$ cat src/hdl/bgs_pkg.sv
// Package for the bilinear grid sampler: widths, codes, register indexes,
// the configuration struct and the structs between controller and datapath.
// No dependencies.
`timescale 1ns / 1ps

package bgs_pkg;

    // Field widths.
    localparam int CELLS_W   = 7;
    localparam int SPACING_W = 31;
    localparam int WORD_W    = 32;
    localparam int INDEX_W   = 12;
    localparam int FRAC_W    = 16;
    // Period (n - 1) * h and divider widths.
    localparam int LEN_W     = CELLS_W + SPACING_W;
    localparam int NUM_W     = LEN_W + FRAC_W;
    // Clamped grid coordinate, Q7.16.
    localparam int U_W       = CELLS_W + FRAC_W;
    // Width of a computed cell address before it is fitted to the store.
    localparam int ACALC_W   = 2 * CELLS_W + 1;

    // Clamp limits in Q7.16.
    localparam logic [U_W-1:0] LO_CLAMP  = U_W'(655);
    localparam logic [U_W-1:0] HI_MARGIN = U_W'(66191);

    // Default store size.
    localparam int DEF_MAX_WIDTH  = 64;
    localparam int DEF_MAX_HEIGHT = 64;

    // Input word codes.
    localparam logic CMD_WRITE  = 1'b0;
    localparam logic CMD_SAMPLE = 1'b1;

    // Configuration register indexes.
    localparam int CFG_IDX_W = 3;
    localparam logic [CFG_IDX_W-1:0] REG_CELLS_ACROSS = 3'd0;
    localparam logic [CFG_IDX_W-1:0] REG_CELLS_DOWN   = 3'd1;
    localparam logic [CFG_IDX_W-1:0] REG_CELL_SPACING = 3'd2;
    localparam logic [CFG_IDX_W-1:0] REG_ORIGIN_X     = 3'd3;
    localparam logic [CFG_IDX_W-1:0] REG_ORIGIN_Z     = 3'd4;
    localparam logic [CFG_IDX_W-1:0] REG_WRAP_MODE    = 3'd5;

    // Blend selections.
    localparam logic [1:0] BLEND_TOP = 2'd0;
    localparam logic [1:0] BLEND_BOT = 2'd1;
    localparam logic [1:0] BLEND_OUT = 2'd2;

    typedef struct packed {
        logic [CELLS_W-1:0]        cells_across;
        logic [CELLS_W-1:0]        cells_down;
        logic [SPACING_W-1:0]      cell_spacing;
        logic signed [WORD_W-1:0]  origin_x;
        logic signed [WORD_W-1:0]  origin_z;
        logic                      wrap_mode;
    } t_cfg;

    typedef struct packed {
        logic       wr_en;
        logic       load;
        logic       prep;
        logic       mod_go;
        logic       div_go;
        logic       take_rem;
        logic       take_coord;
        logic       rd_issue;
        logic       rd_latch;
        logic       mul;
        logic       add;
        logic       out_load;
        logic       axis_z;
        logic [1:0] k;
        logic [1:0] bsel;
    } t_cmd;

    typedef struct packed {
        logic div_busy;
        logic wrap;
    } t_status;

endpackage

$ cat src/hdl/bgs_ctrl.sv
// Controller of the bilinear grid sampler: sequences coordinate divisions,
// the four cell reads and the three blends. Depends on bgs_pkg.
`timescale 1ns / 1ps

module bgs_ctrl (
    input  logic             i_clk,
    input  logic             i_rst_n,
    input  logic             i_in_valid,
    input  logic             i_in_cmd,
    output logic             o_in_ready,
    output logic             o_out_valid,
    input  logic             i_out_ready,
    output bgs_pkg::t_cmd    o_cmd,
    input  bgs_pkg::t_status i_status
);
    import bgs_pkg::*;

    typedef enum logic [12:0] {
        S_IDLE     = 13'b0000000000001,
        S_PREP     = 13'b0000000000010,
        S_MOD_GO   = 13'b0000000000100,
        S_MOD_WAIT = 13'b0000000001000,
        S_REM      = 13'b0000000010000,
        S_DIV_GO   = 13'b0000000100000,
        S_DIV_WAIT = 13'b0000001000000,
        S_COORD    = 13'b0000010000000,
        S_READ     = 13'b0000100000000,
        S_LATCH    = 13'b0001000000000,
        S_MUL      = 13'b0010000000000,
        S_ADD      = 13'b0100000000000,
        S_DONE     = 13'b1000000000000
    } t_state;

    t_state     r_state, n_state;
    logic       r_axis, n_axis;
    logic [1:0] r_k, n_k;
    logic [1:0] r_bsel, n_bsel;
    logic       r_out_valid, n_out_valid;
    logic       out_free;

    assign out_free = !r_out_valid || i_out_ready;

    // Next state and command decode.
    always_comb begin
        n_state     = r_state;
        n_axis      = r_axis;
        n_k         = r_k;
        n_bsel      = r_bsel;
        n_out_valid = r_out_valid && !i_out_ready;
        o_cmd        = '0;
        o_cmd.axis_z = r_axis;
        o_cmd.k      = r_k;
        o_cmd.bsel   = r_bsel;
        case (r_state)
            S_IDLE: begin
                if (i_in_valid) begin
                    if (i_in_cmd == CMD_SAMPLE) begin
                        o_cmd.load = 1'b1;
                        n_axis     = 1'b0;
                        n_state    = S_PREP;
                    end else begin
                        o_cmd.wr_en = 1'b1;
                    end
                end
            end
            S_PREP: begin
                o_cmd.prep = 1'b1;
                n_state    = i_status.wrap ? S_MOD_GO : S_DIV_GO;
            end
            S_MOD_GO: begin
                o_cmd.mod_go = 1'b1;
                n_state      = S_MOD_WAIT;
            end
            S_MOD_WAIT: begin
                if (!i_status.div_busy) n_state = S_REM;
            end
            S_REM: begin
                o_cmd.take_rem = 1'b1;
                n_state        = S_DIV_GO;
            end
            S_DIV_GO: begin
                o_cmd.div_go = 1'b1;
                n_state      = S_DIV_WAIT;
            end
            S_DIV_WAIT: begin
                if (!i_status.div_busy) n_state = S_COORD;
            end
            S_COORD: begin
                o_cmd.take_coord = 1'b1;
                if (!r_axis) begin
                    n_axis  = 1'b1;
                    n_state = S_PREP;
                end else begin
                    n_k     = 2'd0;
                    n_state = S_READ;
                end
            end
            S_READ: begin
                o_cmd.rd_issue = 1'b1;
                n_state        = S_LATCH;
            end
            S_LATCH: begin
                o_cmd.rd_latch = 1'b1;
                n_k            = r_k + 2'd1;
                if (r_k == 2'd3) begin
                    n_bsel  = BLEND_TOP;
                    n_state = S_MUL;
                end else begin
                    n_state = S_READ;
                end
            end
            S_MUL: begin
                o_cmd.mul = 1'b1;
                n_state   = S_ADD;
            end
            S_ADD: begin
                o_cmd.add = 1'b1;
                if (r_bsel == BLEND_OUT) begin
                    n_state = S_DONE;
                end else begin
                    n_bsel  = r_bsel + 2'd1;
                    n_state = S_MUL;
                end
            end
            S_DONE: begin
                if (out_free) begin
                    o_cmd.out_load = 1'b1;
                    n_out_valid    = 1'b1;
                    n_state        = S_IDLE;
                end
            end
            default: begin
                n_state = S_IDLE;
            end
        endcase
    end

    always_ff @(posedge i_clk) begin
        if (!i_rst_n) begin
            r_state     <= S_IDLE;
            r_axis      <= 1'b0;
            r_k         <= '0;
            r_bsel      <= '0;
            r_out_valid <= 1'b0;
        end else begin
            r_state     <= n_state;
            r_axis      <= n_axis;
            r_k         <= n_k;
            r_bsel      <= n_bsel;
            r_out_valid <= n_out_valid;
        end
    end

    assign o_in_ready  = (r_state == S_IDLE);
    assign o_out_valid = r_out_valid;

endmodule

$ cat config.mk
export PLATFORM = sky130hd
export DESIGN_NAME = bgs_ctrl
export DESIGN_NICKNAME = d
export VERILOG_FILES = /design/src/hdl/bgs_pkg.sv /design/src/hdl/bgs_ctrl.sv
export SDC_FILE = /design/constraint.sdc
export NUM_CORES = 1
export LEC_CHECK = 0
export BUFFER_PORTS_ARGS = -buffer_cell sky130_fd_sc_hd__buf_2
export CAP_MARGIN = 15
export CORE_MARGIN = 5
export CORE_UTILIZATION = 44
export DETAILED_ROUTE_END_ITERATION = 7
export PLACE_DENSITY = 0.73
export SLEW_MARGIN = 20
export SYNTH_ARGS = -nofsm -noshare
export SYNTH_HDL_FRONTEND = slang
export SYNTH_SLANG_ARGS = --single-unit
export TNS_END_PERCENT = 1
$ cat constraint.sdc
create_clock -name i_clk -period 3.4 [get_ports i_clk]
set_input_delay 0.68 -clock i_clk [delete_from_list [all_inputs] [get_ports i_clk]]
set_output_delay 0.68 -clock i_clk [all_outputs]
set_load 0.02 [all_outputs]
; After elaboration in Yosys (flattened, before gate mapping)
; Index checks and enable logic that the tools add are counted.
[totals]
register_bits = 19
inputBits = 7
output_inout_bits = 19
[classes]
addsub = 2
eq_ne = 23
n_mux = 35
n_reduce_logical = 11
[ops]
columns = cell, count
row1 = 13-bit one-hot mux with 13 select lines, 1
row2 = 13-bit 2-to-1 mux, 6
row3 = 1-bit 2-to-1 mux, 17
row4 = 2-bit inequality test (second input constant), 8
row5 = 13-bit by 1-bit == test with 1-bit output (second input constant), 1
row6 = 13-bit by 10-bit == test with 1-bit output (second input constant), 1
row7 = 13-bit by 11-bit == test with 1-bit output (second input constant), 1
row8 = 13-bit by 12-bit == test with 1-bit output (second input constant), 1
row9 = 13-bit == test (second input constant), 1
row10 = 13-bit by 2-bit == test with 1-bit output (second input constant), 1
row11 = 13-bit by 3-bit == test with 1-bit output (second input constant), 1
row12 = 13-bit by 4-bit == test with 1-bit output (second input constant), 1
row13 = 13-bit by 5-bit == test with 1-bit output (second input constant), 1
row14 = 13-bit by 6-bit == test with 1-bit output (second input constant), 1
row15 = 13-bit by 7-bit == test with 1-bit output (second input constant), 1
row16 = 13-bit by 8-bit == test with 1-bit output (second input constant), 1
row17 = 13-bit by 9-bit == test with 1-bit output (second input constant), 1
row18 = 11-bit 2-to-1 mux, 1
row19 = 2-bit 2-to-1 mux, 5
row20 = 9-bit 2-to-1 mux, 1
row21 = 2-bit one-hot mux with 2 select lines, 2
row22 = 6-bit 2-to-1 mux, 1
row23 = 3-bit AND reduction, 2
row24 = 2-bit nonzero test, 3
row25 = other kinds (8), 11

; Longest topological paths before layout
[logic_depth]
depth_word = 4
depth_mapped = 7

; Least setup slack after synthesis
; Ideal clock, no wire load.
[synth_timing]
path_type = reg-to-output
start = register r_state[9]
end = output o_cmd[16] (netlist bit)
arrival_time_ps = 1867
slack_ps = 853
path_stages_with_launch = 6
path_buffers = 1
cell_sequence = dfxtp_1 -> buf_6 -> or4_4 -> nor4_4 -> nand2_1 -> nor3b_1
[synth_lines]
columns = item, line_no
row1 = start: declaration, bgs_ctrl.sv:34  ; t_state r_state, n_state;
row2 = start signal: assignment, bgs_ctrl.sv:146  ; r_state <= n_state;
row3 = end: declaration, bgs_ctrl.sv:13  ; output bgs_pkg::t_cmd o_cmd,

==> summary.md <==
| Metric | Value |
|---|---|
| Status | completed |
| Htree depth | 1 |
| # diodes | 0 |
| Post-CTS setup buffers | 0 |
| Die H | 62.3 um |
| Number of antenna violations at the first check in global routing | 0 |
| Fmax achieved | between 300 and 400 MHz |
| CP Class | flip-flop to output pin |
| Initial detailed-routing violation count | 36 |
| Largest cells by area after synthesis | dfxtp_1 (32%), and4b_1 (3.3%), nand3_1 (3.3%), and4_1 (2.9%), o21ai_0 (2.9%) |
| Cell depth of the worst flop-to-flop path | 5 |
| Area delta synth->final | 11.4% |
| Die area | 0.00388 mm2 |
| Core area | about 0.0027 mm2 |
| Crit-path max cell delay | 0.57 ns |
| Cts-stage hold buffer count | 0 |
| Drt drc | 0 |
| Peak VDD IR | roughly 0.00026 V |
| Via count | approximately 1100 |
| Max Clock Skew | 0.000487 ns |
| Leak pwr | roughly 0.64 nW |
| Number of global-route vias before repair | 1056 |
| Syn nets | 152 |
| Clock Power Share | 24.7% |
| Net Sw Frac | 31.5% |
| WP buf/inv | 1 |
| Area leader, netlist | dfxtp_1 |
| CTS buffer count | 3 |
| Worst skew pair latency | a little under 0.3 ns |
| Routed length per instance | 14.8 um |
| Hold Vio Cnt, Final | 0 |
| Fin crit share | 81.1% |
| Fin cells | approximately 190 |
| Top post-synthesis cells by count | dfxtp_1 (19), nand2_1 (9), nor2_1 (9) |
| Sw Pwr | 0.147 mW |
| Synthesized flop and latch total | 19 |
| Combinational power share | 23.0% |
| Root buf cell | clkbuf_4 |
| Max-cap violations | 0 |
| Hold Path Class | flip-flop to flip-flop |
| Row count | 19 |
| Slew Limit Fails | 0 |
| Unique masters post-synth | 44 |
| Hold Path Stages | 2 |
| Final setup viols | 0 |
| Internal power | about 0.32 mW |
| CP Max Fanout | 7 |
| Most numerous cell in the Yosys netlist | dfxtp_1 |
| Post_cts resized | 0 |
| Slowest CP cell | or4_4 |
| YS warnings | 0 |
| Crit path launch type | flip-flop |
| Die width | 62.3 um |
| Asr flop ratio synth | 0% |
| Post-Synthesis Cells | 143 |
| GRT Util Overall | 14.7% |
| Io pins | 26 |
| Share of cells above drive strength 1 | about 22% |
| Final min period | 2.76 ns |
| CTS tree | yes |
| DRT Pass-1 Iters | 4 |
| IO Port Bufs | 25 |
| Total grt overflow | 0 |
| Worst Tran Pin Value | between 0.5 and 0.6 ns |
| Flop pwr share | a little over half |
| Nets | ~170 |
| Largest net degree at the start of global routing | 18 |
| Routed WL | between 2 and 3 mm |
| DR vias/cell | roughly 6 |
| Antenna viol nets, final | 0 |
| Initial Util | between 40% and 50% |
| Synth Area per Inst | 8.42 um2 |
| Relative slew slack | about two thirds |
| Hpwl dp | 2.20 mm |
| First-pass GRT wire length | 4.74 mm |
| Final core utilization | 49.9% |
| Setup TNS Final | 0 ns |
| RSZ-0062 raised after global routing | no |
| Clock Tree Buf Depth | 2 |
| WP data required | 2.72 ns |
| Register area share after synthesis | 31.6% |
| Arrival @ worst endpoint | between 2 and 2.5 ns |
| Prevailing post-synth register cell | dfxtp_1 |
| Reg clk slew, reported paths | 0.11 ns |
| Crit path depth | 5 |
| Delay-heaviest family, CP | simple AND/OR/NAND/NOR gates |
| CP endpoint kind | output pin |
| Gpl congestion | 0.911 |
| Pwr per Cell Area | 347 mW/mm2 |
| Clock tree sinks | 19 |
| Critical Path, Cell by Cell | or4_4 > nor4_4 > nand2_1 > nor3b_1 > buf_2 |
| Synth Cell Area | 0.00120 mm2 |
| Post-synth EDFFs | 0 |
| Post-Place Cells | 189 |
| Yosys top cell area share | approximately a third |
layer usage:
metal | vias to the layer above | GRT usage, % | routed length [um] | share of wire [%]
met5 | - | 0 | 0 | 0
met4 | 0 | 6.90 | 40 | 1.4
met3 | 4 | 1.98 | 115 | 4.0
met2 | 32 | 24.2 | 1350 | 47
met1 | 538 | 18.7 | 1360 | 47
li1 | 562 | - | - | -
layout make-up:
class / instances / area (um2)
clock buffers: 4 / 26.3
fillers: 271 / 1350
inverters: 5 / 18.8
multi-input cells: 108 / 744
flip-flops and latches: 19 / 380
well taps: 31 / 38.8
repair buffers: 26 / 133
placed cells by master, fill, tap and decap left out, types with 2 or more instances in the layout:
cell       instances
nand3_1            8
o21bai_1           2
nor3_2             3
nor3b_1            3
and2_1             4
o21ai_0            7
and4b_1            4
nand2_1            9
o21a_1             2
nor2_1             9
and3_1             4
nor4b_1            3
inv_1              5
xor2_1             4
nand4_1            4
buf_2             25
nor4_1             2
ha_1               2
dfxtp_1           19
a21oi_1            2
nand2b_1           3
and4_1             4
clkbuf_4           3
nor3_1             2
o2111ai_1          2
a21boi_0           3
nor2b_1            5
mux2i_1            3
logic make-up after synthesis:
| kind of cell | share of synthesized area, % |
|---|---|
| AND/OR/NAND/NOR | 40.2 |
| adder cells (fa/ha/maj) | 2.08 |
| multiplexers | 2.49 |
| XOR/XNOR | 2.91 |
| AO/OA/AOI/OAI | 14.1 |
| flip-flops | 31.6 |
| buffers and inverters | 6.55 |
worst register-to-register path, delay by kind of cell, from the launching register on:
family           cells  cell delay, ns
AND/OR/NAND/NOR      4            1.13
flip-flops           1            0.41
AO/OA/AOI/OAI        1            0.39
power by group through the flow:
stage	combinational [mW]	sequential, mW	clock, mW
after global routing	0.118	0.245	0.129
after CTS	0.107	0.243	0.122
final	0.107	0.243	0.115
after global placement	0.106	0.247	0
after floorplan	0.0815	0.240	0
after detailed placement	0.107	0.248	0
stage by stage:
stage                     setup WS (ns)  power [mW]  area [um2]  hold WS, ns
final                             0.642       0.465        1340        0.498
after global routing              0.465       0.492        1340        0.530
after CTS                         0.621       0.472        1340        0.503
after detailed placement          0.974       0.354        1320        0.486
after global placement            0.999       0.354        1320        0.456
after floorplan                   0.853       0.321        1200        0.486
registers in the layout, indices dropped and copies added (netlist names):
register and cells:
r_k 2, o_out_valid 1, r_axis 1, r_state 13
r_bsel 2
worst paths after layout:
| kind | start | to | slack (ns) |
|---|---|---|---|
| setup / recovery | r_state[8] | o_cmd[16] | 0.64 |
| hold / removal | r_bsel[1] | r_bsel[1] | 0.50 |
| setup reg to reg | r_state[6] | r_state[4] | 1.37 |
| hold reg to reg | r_bsel[1] | r_bsel[1] | 0.50 |
Note: power is estimated with default switching activity, not from simulation.
